===== src/hdl/awcr_pkg.sv =====
// ----------------------------------------------------------------------------
// awcr_pkg: shared types and constants of the word copy realigner
// Word geometry, result item layout, queue sizing and register indexes.
// ----------------------------------------------------------------------------
`default_nettype none

package awcr_pkg;

    localparam int unsigned WORD_BYTES = 8;               // bytes per aligned word
    localparam int unsigned BUF_BYTES  = 2 * WORD_BYTES;  // carry plus one source word
    localparam int unsigned DATA_W     = 8 * WORD_BYTES;
    localparam int unsigned IDX_W      = 30;
    localparam int unsigned CNT_W      = 32;
    localparam int unsigned CFG_W      = 32;
    localparam int unsigned OFF_W      = $clog2(WORD_BYTES);
    localparam int unsigned NEED_W     = OFF_W + 1;        // 0..WORD_BYTES
    localparam int unsigned POS_W      = NEED_W + 1;       // 0..BUF_BYTES
    localparam int unsigned Q_DEPTH    = 4;
    localparam int unsigned Q_AW       = $clog2(Q_DEPTH);

    // configuration register indexes
    localparam logic [2:0] CFG_MODE       = 3'd0;
    localparam logic [2:0] CFG_SRC_OFFSET = 3'd1;
    localparam logic [2:0] CFG_DST_OFFSET = 3'd2;
    localparam logic [2:0] CFG_BYTE_COUNT = 3'd3;
    localparam logic [2:0] CFG_FILL_BYTE  = 3'd4;

    // mode register values
    localparam logic MODE_COPY = 1'b0;
    localparam logic MODE_FILL = 1'b1;

    typedef logic [BUF_BYTES-1:0][7:0] t_buf;

    typedef struct packed {
        logic [DATA_W-1:0]     dst_word;
        logic [WORD_BYTES-1:0] byte_enable;
        logic [IDX_W-1:0]      word_index;
        logic                  last;
    } t_item;

    // up to two results per request, slot 1 only with slot 0
    typedef struct packed {
        logic  push0;
        logic  push1;
        t_item item0;
        t_item item1;
    } t_push;

endpackage

`default_nettype wire


===== src/hdl/aligned_word_copy_realigner_core.sv =====
// ----------------------------------------------------------------------------
// aligned_word_copy_realigner_core: word copy / fill engine with realignment
// Turns aligned source words into aligned destination words with byte enables.
// ----------------------------------------------------------------------------
// Usage:
//   Program mode, offsets, byte count and fill byte through the write port;
//   any write to a known register starts a new transfer. Then send aligned
//   source words on the src channel (valid/stall); in fill mode the words
//   only pace the output. Destination words leave on the dst channel with a
//   byte-enable mask, a word index and a last flag on the final word.
//   One request per cycle while src is not stalled. Each request makes zero,
//   one or two results, computed by 24 byte lanes (two result slots plus the
//   carry). Results show up on dst in the cycle after the request at the
//   earliest and go out one per cycle unless dst stalls, from a 4-entry
//   queue; the src side stalls while three or more results are held, so a
//   stalled receiver backs up to the sender with at most four results queued.
//   Once the byte count is used up, further requests are taken and dropped.
//   Reset clears all registers and the queue; no transfer is armed after
//   reset, and no clearing pass is needed.
// ----------------------------------------------------------------------------
`default_nettype none

module aligned_word_copy_realigner_core (
    input  wire                                i_clk,
    input  wire                                i_rst_n,
    input  wire                                i_cfg_we,
    input  wire logic [2:0]                    i_cfg_index,
    input  wire logic [awcr_pkg::CFG_W-1:0]    i_cfg_data,
    input  wire                                i_src_valid,
    output logic                               o_src_stall,
    input  wire logic [awcr_pkg::DATA_W-1:0]   i_src_word,
    output logic                               o_dst_valid,
    input  wire                                i_dst_stall,
    output logic      [awcr_pkg::DATA_W-1:0]   o_dst_word,
    output logic      [awcr_pkg::WORD_BYTES-1:0] o_byte_enable,
    output logic      [awcr_pkg::IDX_W-1:0]    o_word_index,
    output logic                               o_last
);

    localparam int unsigned WB  = awcr_pkg::WORD_BYTES;
    localparam int unsigned OW  = awcr_pkg::OFF_W;
    localparam int unsigned NW  = awcr_pkg::NEED_W;
    localparam int unsigned PW  = awcr_pkg::POS_W;
    localparam int unsigned CW  = awcr_pkg::CNT_W;
    localparam logic [NW-1:0] FULL_NEED = NW'(WB);

    // configuration
    logic            r_mode;
    logic [OW-1:0]   r_src_offset;
    logic [OW-1:0]   r_dst_offset;
    logic [CW-1:0]   r_byte_count;
    logic [7:0]      r_fill_byte;

    // transfer state
    logic [WB-1:0][7:0]           r_carry;
    logic [NW-1:0]                r_carry_bytes;
    logic [CW-1:0]                r_bytes_left;
    logic [awcr_pkg::IDX_W-1:0]   r_out_cnt;
    logic                         r_first_word;
    logic                         r_src_first;

    logic            w_cfg_hit;
    logic            w_acc;
    logic            w_busy;
    awcr_pkg::t_buf  w_buf;
    logic [PW-1:0]   w_nt;
    logic [OW-1:0]   w_in_start;
    logic [NW-1:0]   w_in_cnt;
    logic [WB-1:0][7:0] w_in_bytes;

    logic [OW-1:0]   w_off0;
    logic [NW-1:0]   w_room0;
    logic [NW-1:0]   w_need0;
    logic [NW-1:0]   w_need1;
    logic [CW-1:0]   w_left1;
    logic [CW-1:0]   w_left2;
    logic [CW-1:0]   w_left_fin;
    logic            w_ok0;
    logic            w_ok1;
    logic [PW-1:0]   w_pos;
    logic [PW-1:0]   w_rem;
    logic [NW-1:0]   w_keep;

    logic [WB-1:0][7:0] w_data0;
    logic [WB-1:0][7:0] w_data1;
    logic [WB-1:0][7:0] w_carry_next;
    logic [WB-1:0]      w_be0;
    logic [WB-1:0]      w_be1;
    logic [WB-1:0]      w_carry_en;

    awcr_pkg::t_push w_push;
    awcr_pkg::t_item w_out;
    logic            w_q_full2;

    assign w_in_bytes = i_src_word;
    assign w_acc      = i_src_valid && !o_src_stall;
    assign w_busy     = (r_bytes_left != '0);
    assign o_src_stall = w_q_full2;

    always_comb begin
        unique case (i_cfg_index)
            awcr_pkg::CFG_MODE,
            awcr_pkg::CFG_SRC_OFFSET,
            awcr_pkg::CFG_DST_OFFSET,
            awcr_pkg::CFG_BYTE_COUNT,
            awcr_pkg::CFG_FILL_BYTE: w_cfg_hit = i_cfg_we;
            default:                 w_cfg_hit = 1'b0;
        endcase
    end

    // staging buffer: carry bytes, then the new source bytes from the start offset (fill byte throughout in fill mode)
    always_comb begin
        logic [PW-1:0] k;
        w_in_start = r_src_first ? r_src_offset : '0;
        w_in_cnt   = FULL_NEED - {1'b0, w_in_start};
        for (int i = 0; i < awcr_pkg::BUF_BYTES; i++) begin
            k = PW'(i) - {1'b0, r_carry_bytes};
            if (r_mode == awcr_pkg::MODE_FILL) begin
                w_buf[i] = r_fill_byte;
            end else if (PW'(i) < {1'b0, r_carry_bytes}) begin
                w_buf[i] = r_carry[OW'(i)];
            end else if (k < {1'b0, w_in_cnt}) begin
                w_buf[i] = w_in_bytes[k[OW-1:0] + w_in_start];
            end else begin
                w_buf[i] = 8'd0;
            end
        end
        if (r_mode == awcr_pkg::MODE_FILL) begin
            w_nt = PW'(awcr_pkg::BUF_BYTES);
        end else begin
            w_nt = {1'b0, r_carry_bytes} + {1'b0, w_in_cnt};
        end
    end

    // slot sizes and which slots fire
    always_comb begin
        w_off0  = r_first_word ? r_dst_offset : '0;
        w_room0 = FULL_NEED - {1'b0, w_off0};
        w_need0 = (r_bytes_left < CW'(w_room0)) ? r_bytes_left[NW-1:0] : w_room0;
        w_ok0   = w_busy && ({1'b0, w_need0} <= w_nt);
        w_left1 = r_bytes_left - CW'(w_need0);
        w_need1 = (w_left1 < CW'(WB)) ? w_left1[NW-1:0] : FULL_NEED;
        w_ok1   = (r_mode == awcr_pkg::MODE_COPY) && w_ok0 && (w_left1 != '0)
                  && (({1'b0, w_need0} + {1'b0, w_need1}) <= w_nt);
        w_left2 = w_left1 - CW'(w_need1);
        priority if (w_ok1) begin
            w_left_fin = w_left2;
        end else if (w_ok0) begin
            w_left_fin = w_left1;
        end else begin
            w_left_fin = r_bytes_left;
        end
        w_pos = (w_ok0 ? {1'b0, w_need0} : '0) + (w_ok1 ? {1'b0, w_need1} : '0);
        w_rem = w_nt - w_pos;
        w_keep = (w_rem > PW'(WB)) ? FULL_NEED : w_rem[NW-1:0];
    end

    for (genvar j = 0; j < WB; j++) begin : g_lane
        awcr_lane #(.LANE(j)) u_slot0 (
            .i_buf   (w_buf),
            .i_start ('0),
            .i_off   (w_off0),
            .i_need  (w_need0),
            .o_byte  (w_data0[j]),
            .o_en    (w_be0[j])
        );
        awcr_lane #(.LANE(j)) u_slot1 (
            .i_buf   (w_buf),
            .i_start ({1'b0, w_need0}),
            .i_off   ('0),
            .i_need  (w_need1),
            .o_byte  (w_data1[j]),
            .o_en    (w_be1[j])
        );
        awcr_lane #(.LANE(j)) u_carry (
            .i_buf   (w_buf),
            .i_start (w_pos),
            .i_off   ('0),
            .i_need  (w_keep),
            .o_byte  (w_carry_next[j]),
            .o_en    (w_carry_en[j])
        );
    end

    // merge lane outputs into queue writes
    always_comb begin
        w_push.push0            = w_acc && w_ok0;
        w_push.push1            = w_acc && w_ok1;
        w_push.item0.dst_word   = w_data0;
        w_push.item0.byte_enable = w_be0;
        w_push.item0.word_index = r_out_cnt;
        w_push.item0.last       = (w_left1 == '0);
        w_push.item1.dst_word   = w_data1;
        w_push.item1.byte_enable = w_be1;
        w_push.item1.word_index = r_out_cnt + 1'b1;
        w_push.item1.last       = (w_left2 == '0);
    end

    always_ff @(posedge i_clk) begin
        if (!i_rst_n) begin
            r_mode        <= awcr_pkg::MODE_COPY;
            r_src_offset  <= '0;
            r_dst_offset  <= '0;
            r_byte_count  <= '0;
            r_fill_byte   <= '0;
            r_carry       <= '0;
            r_carry_bytes <= '0;
            r_bytes_left  <= '0;
            r_out_cnt     <= '0;
            r_first_word  <= 1'b1;
            r_src_first   <= 1'b1;
        end else if (w_cfg_hit) begin
            unique case (i_cfg_index)
                awcr_pkg::CFG_MODE:       r_mode       <= i_cfg_data[0];
                awcr_pkg::CFG_SRC_OFFSET: r_src_offset <= i_cfg_data[OW-1:0];
                awcr_pkg::CFG_DST_OFFSET: r_dst_offset <= i_cfg_data[OW-1:0];
                awcr_pkg::CFG_BYTE_COUNT: r_byte_count <= i_cfg_data[CW-1:0];
                awcr_pkg::CFG_FILL_BYTE:  r_fill_byte  <= i_cfg_data[7:0];
                default: ;
            endcase
            r_carry       <= '0;
            r_carry_bytes <= '0;
            r_out_cnt     <= '0;
            r_first_word  <= 1'b1;
            r_src_first   <= 1'b1;
            r_bytes_left  <= (i_cfg_index == awcr_pkg::CFG_BYTE_COUNT)
                             ? i_cfg_data[CW-1:0] : r_byte_count;
        end else if (w_acc && w_busy) begin
            r_bytes_left <= w_left_fin;
            r_out_cnt    <= r_out_cnt + awcr_pkg::IDX_W'(w_ok0) + awcr_pkg::IDX_W'(w_ok1);
            if (w_ok0) begin
                r_first_word <= 1'b0;
            end
            if (r_mode == awcr_pkg::MODE_COPY) begin
                r_src_first <= 1'b0;
                if (w_left_fin == '0) begin
                    r_carry       <= '0;
                    r_carry_bytes <= '0;
                end else begin
                    r_carry       <= w_carry_next;
                    r_carry_bytes <= w_keep;
                end
            end
        end
    end

    awcr_outq u_outq (
        .i_clk   (i_clk),
        .i_rst_n (i_rst_n),
        .i_push  (w_push),
        .o_full2 (w_q_full2),
        .o_valid (o_dst_valid),
        .i_stall (i_dst_stall),
        .o_item  (w_out)
    );

    assign o_dst_word    = w_out.dst_word;
    assign o_byte_enable = w_out.byte_enable;
    assign o_word_index  = w_out.word_index;
    assign o_last        = w_out.last;

    // second slot never fires alone
    a_slot_order: assert property (@(posedge i_clk) disable iff (!i_rst_n)
        w_push.push1 |-> w_push.push0)
        else $error("second result without first");

    // every emitted word consumes bytes
    a_bytes_drop: assert property (@(posedge i_clk) disable iff (!i_rst_n)
        (w_push.push0 && !w_cfg_hit) |=> (r_bytes_left < $past(r_bytes_left)))
        else $error("result without byte count progress");

    // a register write rearms the transfer
    a_restart: assert property (@(posedge i_clk) disable iff (!i_rst_n)
        w_cfg_hit |=> (r_first_word && r_src_first && r_carry_bytes == '0
                       && r_out_cnt == '0))
        else $error("transfer not rearmed after register write");

    // queue never holds more than its room allows before a request
    a_no_push_full: assert property (@(posedge i_clk) disable iff (!i_rst_n)
        w_q_full2 |-> !w_push.push0)
        else $error("result pushed while queue short of room");

    // kept carry bytes always sit in the low lanes
    a_carry_low: assert property (@(posedge i_clk) disable iff (!i_rst_n)
        (w_carry_en & (w_carry_en + 1'b1)) == '0)
        else $error("carry lanes not packed low");

endmodule

`default_nettype wire


===== src/hdl/awcr_lane.sv =====
// ----------------------------------------------------------------------------
// awcr_lane: one destination byte lane
// Picks the byte for a fixed lane position out of the staging buffer, given
// the window start in the buffer, the first enabled lane and the byte count.
// ----------------------------------------------------------------------------
`default_nettype none

module awcr_lane #(
    parameter int unsigned LANE = 0
) (
    input  wire awcr_pkg::t_buf                i_buf,
    input  wire logic [awcr_pkg::POS_W-1:0]    i_start,
    input  wire logic [awcr_pkg::OFF_W-1:0]    i_off,
    input  wire logic [awcr_pkg::NEED_W-1:0]   i_need,
    output logic      [7:0]                    o_byte,
    output logic                               o_en
);

    localparam logic [awcr_pkg::NEED_W-1:0] LANE_POS = awcr_pkg::NEED_W'(LANE);

    logic [awcr_pkg::NEED_W-1:0] w_rel;
    logic [awcr_pkg::POS_W-1:0]  w_idx;

    always_comb begin
        w_rel  = LANE_POS - {1'b0, i_off};
        w_idx  = i_start + {1'b0, w_rel};
        o_en   = (LANE_POS >= {1'b0, i_off}) && (w_rel < i_need);
        o_byte = o_en ? i_buf[w_idx[awcr_pkg::POS_W-2:0]] : 8'd0;
    end

endmodule

`default_nettype wire


===== src/hdl/awcr_outq.sv =====
// ----------------------------------------------------------------------------
// awcr_outq: result queue
// Small queue taking up to two results a cycle and giving one unless
// stalled; it pushes back on the request side when under two entries are free.
// ----------------------------------------------------------------------------
`default_nettype none

module awcr_outq (
    input  wire                  i_clk,
    input  wire                  i_rst_n,
    input  wire awcr_pkg::t_push i_push,
    output logic                 o_full2,
    output logic                 o_valid,
    input  wire                  i_stall,
    output awcr_pkg::t_item      o_item
);

    awcr_pkg::t_item r_mem [awcr_pkg::Q_DEPTH];

    logic [awcr_pkg::Q_AW-1:0] r_wr, n_wr, r_rd, n_rd;
    logic [awcr_pkg::Q_AW:0]   r_cnt, n_cnt;
    logic                      w_pop;
    logic [awcr_pkg::Q_AW-1:0] w_wr1;
    logic [1:0]                w_npush;

    assign w_pop   = o_valid && !i_stall;
    assign w_wr1   = r_wr + 1'b1;
    assign w_npush = {1'b0, i_push.push0} + {1'b0, i_push.push1};
    assign o_valid = (r_cnt != '0);
    assign o_full2 = (r_cnt > (awcr_pkg::Q_AW + 1)'(awcr_pkg::Q_DEPTH - 2));
    assign o_item  = r_mem[r_rd];

    always_comb begin
        n_wr  = r_wr + awcr_pkg::Q_AW'(w_npush);
        n_rd  = r_rd + awcr_pkg::Q_AW'(w_pop);
        n_cnt = r_cnt + (awcr_pkg::Q_AW + 1)'(w_npush) - (awcr_pkg::Q_AW + 1)'(w_pop);
    end

    always_ff @(posedge i_clk) begin
        if (!i_rst_n) begin
            r_wr  <= '0;
            r_rd  <= '0;
            r_cnt <= '0;
        end else begin
            r_wr  <= n_wr;
            r_rd  <= n_rd;
            r_cnt <= n_cnt;
        end
    end

    always_ff @(posedge i_clk) begin
        if (i_push.push0) begin
            r_mem[r_wr] <= i_push.item0;
        end
        if (i_push.push1) begin
            r_mem[w_wr1] <= i_push.item1;
        end
    end

endmodule

`default_nettype wire

===== config.mk =====
export PLATFORM = sky130hd
export DESIGN_NAME = aligned_word_copy_realigner_core
export DESIGN_NICKNAME = d
export VERILOG_FILES = /design/src/hdl/awcr_pkg.sv /design/src/hdl/aligned_word_copy_realigner_core.sv /design/src/hdl/awcr_lane.sv /design/src/hdl/awcr_outq.sv
export SDC_FILE = /design/constraint.sdc
export NUM_CORES = 2
export LEC_CHECK = 0
export ABC_CLOCK_PERIOD_IN_PS = 14100
export BUFFER_PORTS_ARGS = -buffer_cell sky130_fd_sc_hd__buf_2
export CAP_MARGIN = 20
export CELL_PAD_IN_SITES_DETAIL_PLACEMENT = 1
export CELL_PAD_IN_SITES_GLOBAL_PLACEMENT = 2
export CORE_MARGIN = 10
export CORE_UTILIZATION = 37
export DETAILED_ROUTE_END_ITERATION = 10
export PLACE_DENSITY = 0.83
export SLEW_MARGIN = 20
export SYNTH_ARGS = -nofsm -noshare
export SYNTH_HDL_FRONTEND = slang
export SYNTH_SLANG_ARGS = --single-unit

===== constraint.sdc =====
create_clock -name i_clk -period 14.1 [get_ports i_clk]
set_clock_uncertainty 0.1 [all_clocks]
set_input_delay 1.41 -clock i_clk [delete_from_list [all_inputs] [get_ports i_clk]]
set_output_delay 1.41 -clock i_clk [all_outputs]
set_load 0.05 [all_outputs]

==> impl_metrics.env <==
export IMPL_vdd_drop_max_v=0.000141
export IMPL_setup_viol=0
export IMPL_slowest_stage="a31oi_1"
export IMPL_gr_usage_all_layers_pct=27.5
export IMPL_yosysSeqAreaShare_pct=31.5
export IMPL_rows=133
export IMPL_synth_top_family_by_area="multiplexers"
export IMPL_ys_async_sr_fraction_pct=0
export IMPL_finalCritPeriodShare_pct=93.2
export IMPL_cts_made_buffers=70
export IMPL_synth_fa_ha_area_share_pct=3.11
export IMPL_htreeDepth=3
export IMPL_synth_xor_area_share_pct=4.43
export IMPL_syn_num_nets=5549
export IMPL_grt_max_degree=104
export IMPL_drt_pre_antenna_iters=7
export IMPL_grt_remaining_overflow=0
export IMPL_start_kind="register"
export IMPL_crit_fanout=24
export IMPL_drive_gt1_share_pct=18.0
export IMPL_gp_congestion=0.983
export IMPL_path_class="register to register"
export IMPL_cap_violations=0
export IMPL_route_met3_wl_um=19600
export IMPL_synth_ff_latch_count=566
export IMPL_endpoint_kind="register"
export IMPL_rsz0062_at_grt="no"
export IMPL_synth_simple_area_share_pct=16.9
export IMPL_route_layer_met1_wl_um=93500
export IMPL_hold_class="register to register"
export IMPL_p_leak_nw=21.1
export IMPL_via_per_inst=6.27
export IMPL_cts_sinks=566
export IMPL_cts_tree="yes"
export IMPL_critical_path_max_stage_delay_ns=0.59
export IMPL_crit_arrival_ns=13.60
export IMPL_die_area_um2=148000
export IMPL_routed_wirelength_um=210000
export IMPL_area_delta_synth_final_pct=11.1
export IMPL_clkTransAtPathRegs_ns=0.05
export IMPL_cts_buffer_depth=3
export IMPL_yosys_warnings=0
export IMPL_tightest_slew_ns=1.24
export IMPL_dr_wl_met2_um=90900
export IMPL_cp_common_cell="ha_1"
export IMPL_synthCells=5330
export IMPL_relSlewSlack_pct=16.3
export IMPL_portBuffers=208
export IMPL_cp_required_ns=14.56
export IMPL_holdBufCountCts=0
export IMPL_io_pins=209
export IMPL_finalMaxSlewViolations=0
export IMPL_timing_hold_ws_ns=0.351
export IMPL_dp_final_hpwl_um=156000
export IMPL_synth_ff_type="edfxtp_1"
export IMPL_hold_violations=0
export IMPL_status="complete, no violations"
export IMPL_synth_cell_type_count=108
export IMPL_antenna_found_initial=14
export IMPL_max_freq_mhz=76.1
export IMPL_power_total_w=0.0122
export IMPL_wl_per_cell_um=29.4
export IMPL_die_x_um=384
export IMPL_topRoutingLayerUsed="met5"
export IMPL_drc_errors=0
export IMPL_p_per_area_nw_per_um2=224
export IMPL_synthMuxAreaShare_pct=26.8
export IMPL_vias=44872
export IMPL_grt_pass1_vias=44347
export IMPL_drtAntennaViolNets=0
export IMPL_clock_root_buffer="clkbuf_16"
export IMPL_die_h_um=384
export IMPL_min_period_ns=13.15
export IMPL_clk_latency_ns=0.66
export IMPL_layout_nets=5557
export IMPL_synth_cell_area_um2=49100
export IMPL_start_util_pct=37.3
export IMPL_syn_avg_cell_area_um2=9.20
export IMPL_core_um2=132000
export IMPL_drt_iter0_markers=4923
export IMPL_synth_edf_count=412
export IMPL_grt_pass1_wl_um=309000
export IMPL_synth_compound_area_share_pct=12.9
[stage by stage]
| step | TNS (ns) | setup WS [ns] | utilization, % | instance area, um^2 | cells |
|---|---|---|---|---|---|
| floorplan | -292.71 | -1.14 | - | 49100 | 5330 |
| global placement | 0 | 1.19 | 39.6 | 52100 | 7013 |
| detailed placement | 0 | 0.995 | 39.6 | 52200 | 7015 |
| CTS | 0 | 0.945 | 41.3 | 54400 | 7142 |
| global route | 0 | 0.149 | 41.4 | 54500 | 7150 |
| finish | 0 | 0.953 | 41.4 | 54500 | 7152 |
[logic make-up after synthesis]
| group | Yosys count |
|---|---|
| compound gates | 1026 |
| xor+xnor | 247 |
| fa+ha+maj | 116 |
| buf+inv | 558 |
| flops | 566 |
| mux | 903 |
| other cells | 1 |
| simple gates | 1913 |
[layout make-up]
type / count / area [um^2]
Antenna cell: 4 / 10.0
Fill cell: 15066 / 77100
Inverter: 114 / 437
Clock buffer: 92 / 1890
Multi-Input combinational cell: 4206 / 31800
Timing Repair Buffer: 380 / 2390
Clock inverter: 35 / 370
Tap cell: 1755 / 2200
Sequential cell: 566 / 15500
[Yosys cell counts (42+ instances only)]
cell | count | area, um^2
edfxtp_1 | 412 | 12400
o21ai_0 | 353 | 1770
xor2_1 | 101 | 885
dfxtp_1 | 154 | 3080
inv_1 | 102 | 383
mux2i_1 | 545 | 5460
mux4_2 | 324 | 7300
a21oi_1 | 291 | 1460
buf_1 | 85 | 319
nor2_1 | 559 | 2100
nand2_1 | 921 | 3460
nand3_1 | 83 | 415
o211ai_1 | 47 | 353
clkbuf_1 | 347 | 1300
xnor2_1 | 145 | 1270
nor3_1 | 91 | 455
o31ai_1 | 42 | 315
ha_1 | 105 | 1310
a211oi_1 | 68 | 510
[per-layer routing]
| layer | vias up | track usage (%) |
|---|---|---|
| met5 | - | 0 |
| li1 | 19548 | - |
| met1 | 22810 | 39.8 |
| met3 | 287 | 5.27 |
| met2 | 2217 | 41.5 |
| met4 | 10 | 7.50 |
[path summary, 6_finish.rpt]
| kind | slack [ns] | from | depth (start not counted) | end |
|---|---|---|---|---|
| max reg2reg | 0.95 | r_first_word | 53 | r_carry[10] |
| min | 0.35 | r_byte_count[30] | 2 | r_byte_count[30] |
| max | 0.95 | r_first_word | 53 | r_carry[10] |
| min reg2reg | 0.35 | r_byte_count[30] | 2 | r_byte_count[30] |
[worst max-delay path, delay by kind of cell, from the launching register on]
family,cells,cell delay (ns)
AOI/OAI and AO/OA,15,3.45
buffers and inverters,9,2.04
and+or+nand+nor,17,3.88
xor gates and xnor gates,4,0.67
DFF,1,0.52
adders and majority gates,8,2.40
[where the power goes]
part	total (W)	internal, W	leakage [nW]	switching (W)
registers	0.00249	0.00231	4.98	0.000186
clock network	0.00182	0.00104	1.10	0.000778
logic	0.00792	0.00252	15.0	0.00540
[flip-flops by register name (all words and copies together), names as in the netlist]
signal and flops:
r_byte_count 32, r_bytes_left 32, r_carry 32, r_carry_bytes 4
r_dst_offset 3, r_fill_byte 8, r_first_word 1, r_mode 1
r_out_cnt 30, r_src_first 1, r_src_offset 3, u_outq.r_cnt 3
u_outq.r_mem 412, u_outq.r_rd 2, u_outq.r_wr 2
[cells in the final DEF (no fill, tap or decap), types with 18 or more instances in the layout]
cell	netlist	layout
or2_2	23	23
xnor2_1	145	134
dfxtp_1	154	150
mux4_2	324	324
xor2_1	101	100
a211oi_1	68	67
nand3_1	83	81
inv_1	102	100
o211ai_1	47	47
or3_1	19	19
mux2_2	34	34
o21ai_0	353	343
nor4_1	21	19
edfxtp_1	412	412
o31ai_1	42	40
and2_1	39	37
clkbuf_16	0	71
mux2i_1	545	545
nor3_1	91	91
a21oi_1	291	289
nand2_1	921	916
nor2_1	559	555
ha_1	105	100
a22o_1	35	35
buf_4	2	166
buf_2	7	208
a31oi_1	32	32
clkbuf_1	347	18
nand2b_1	21	21
nand4_1	33	33
and3_1	21	19
[timing repair]
| action | CTS | global route |
|---|---|---|
| resized for setup | 0 | 3 |
| setup buffers | 0 | 5 |
| setup endpoints to repair | 0 | 2 |
Note: power is estimated with default switching activity, not from simulation.
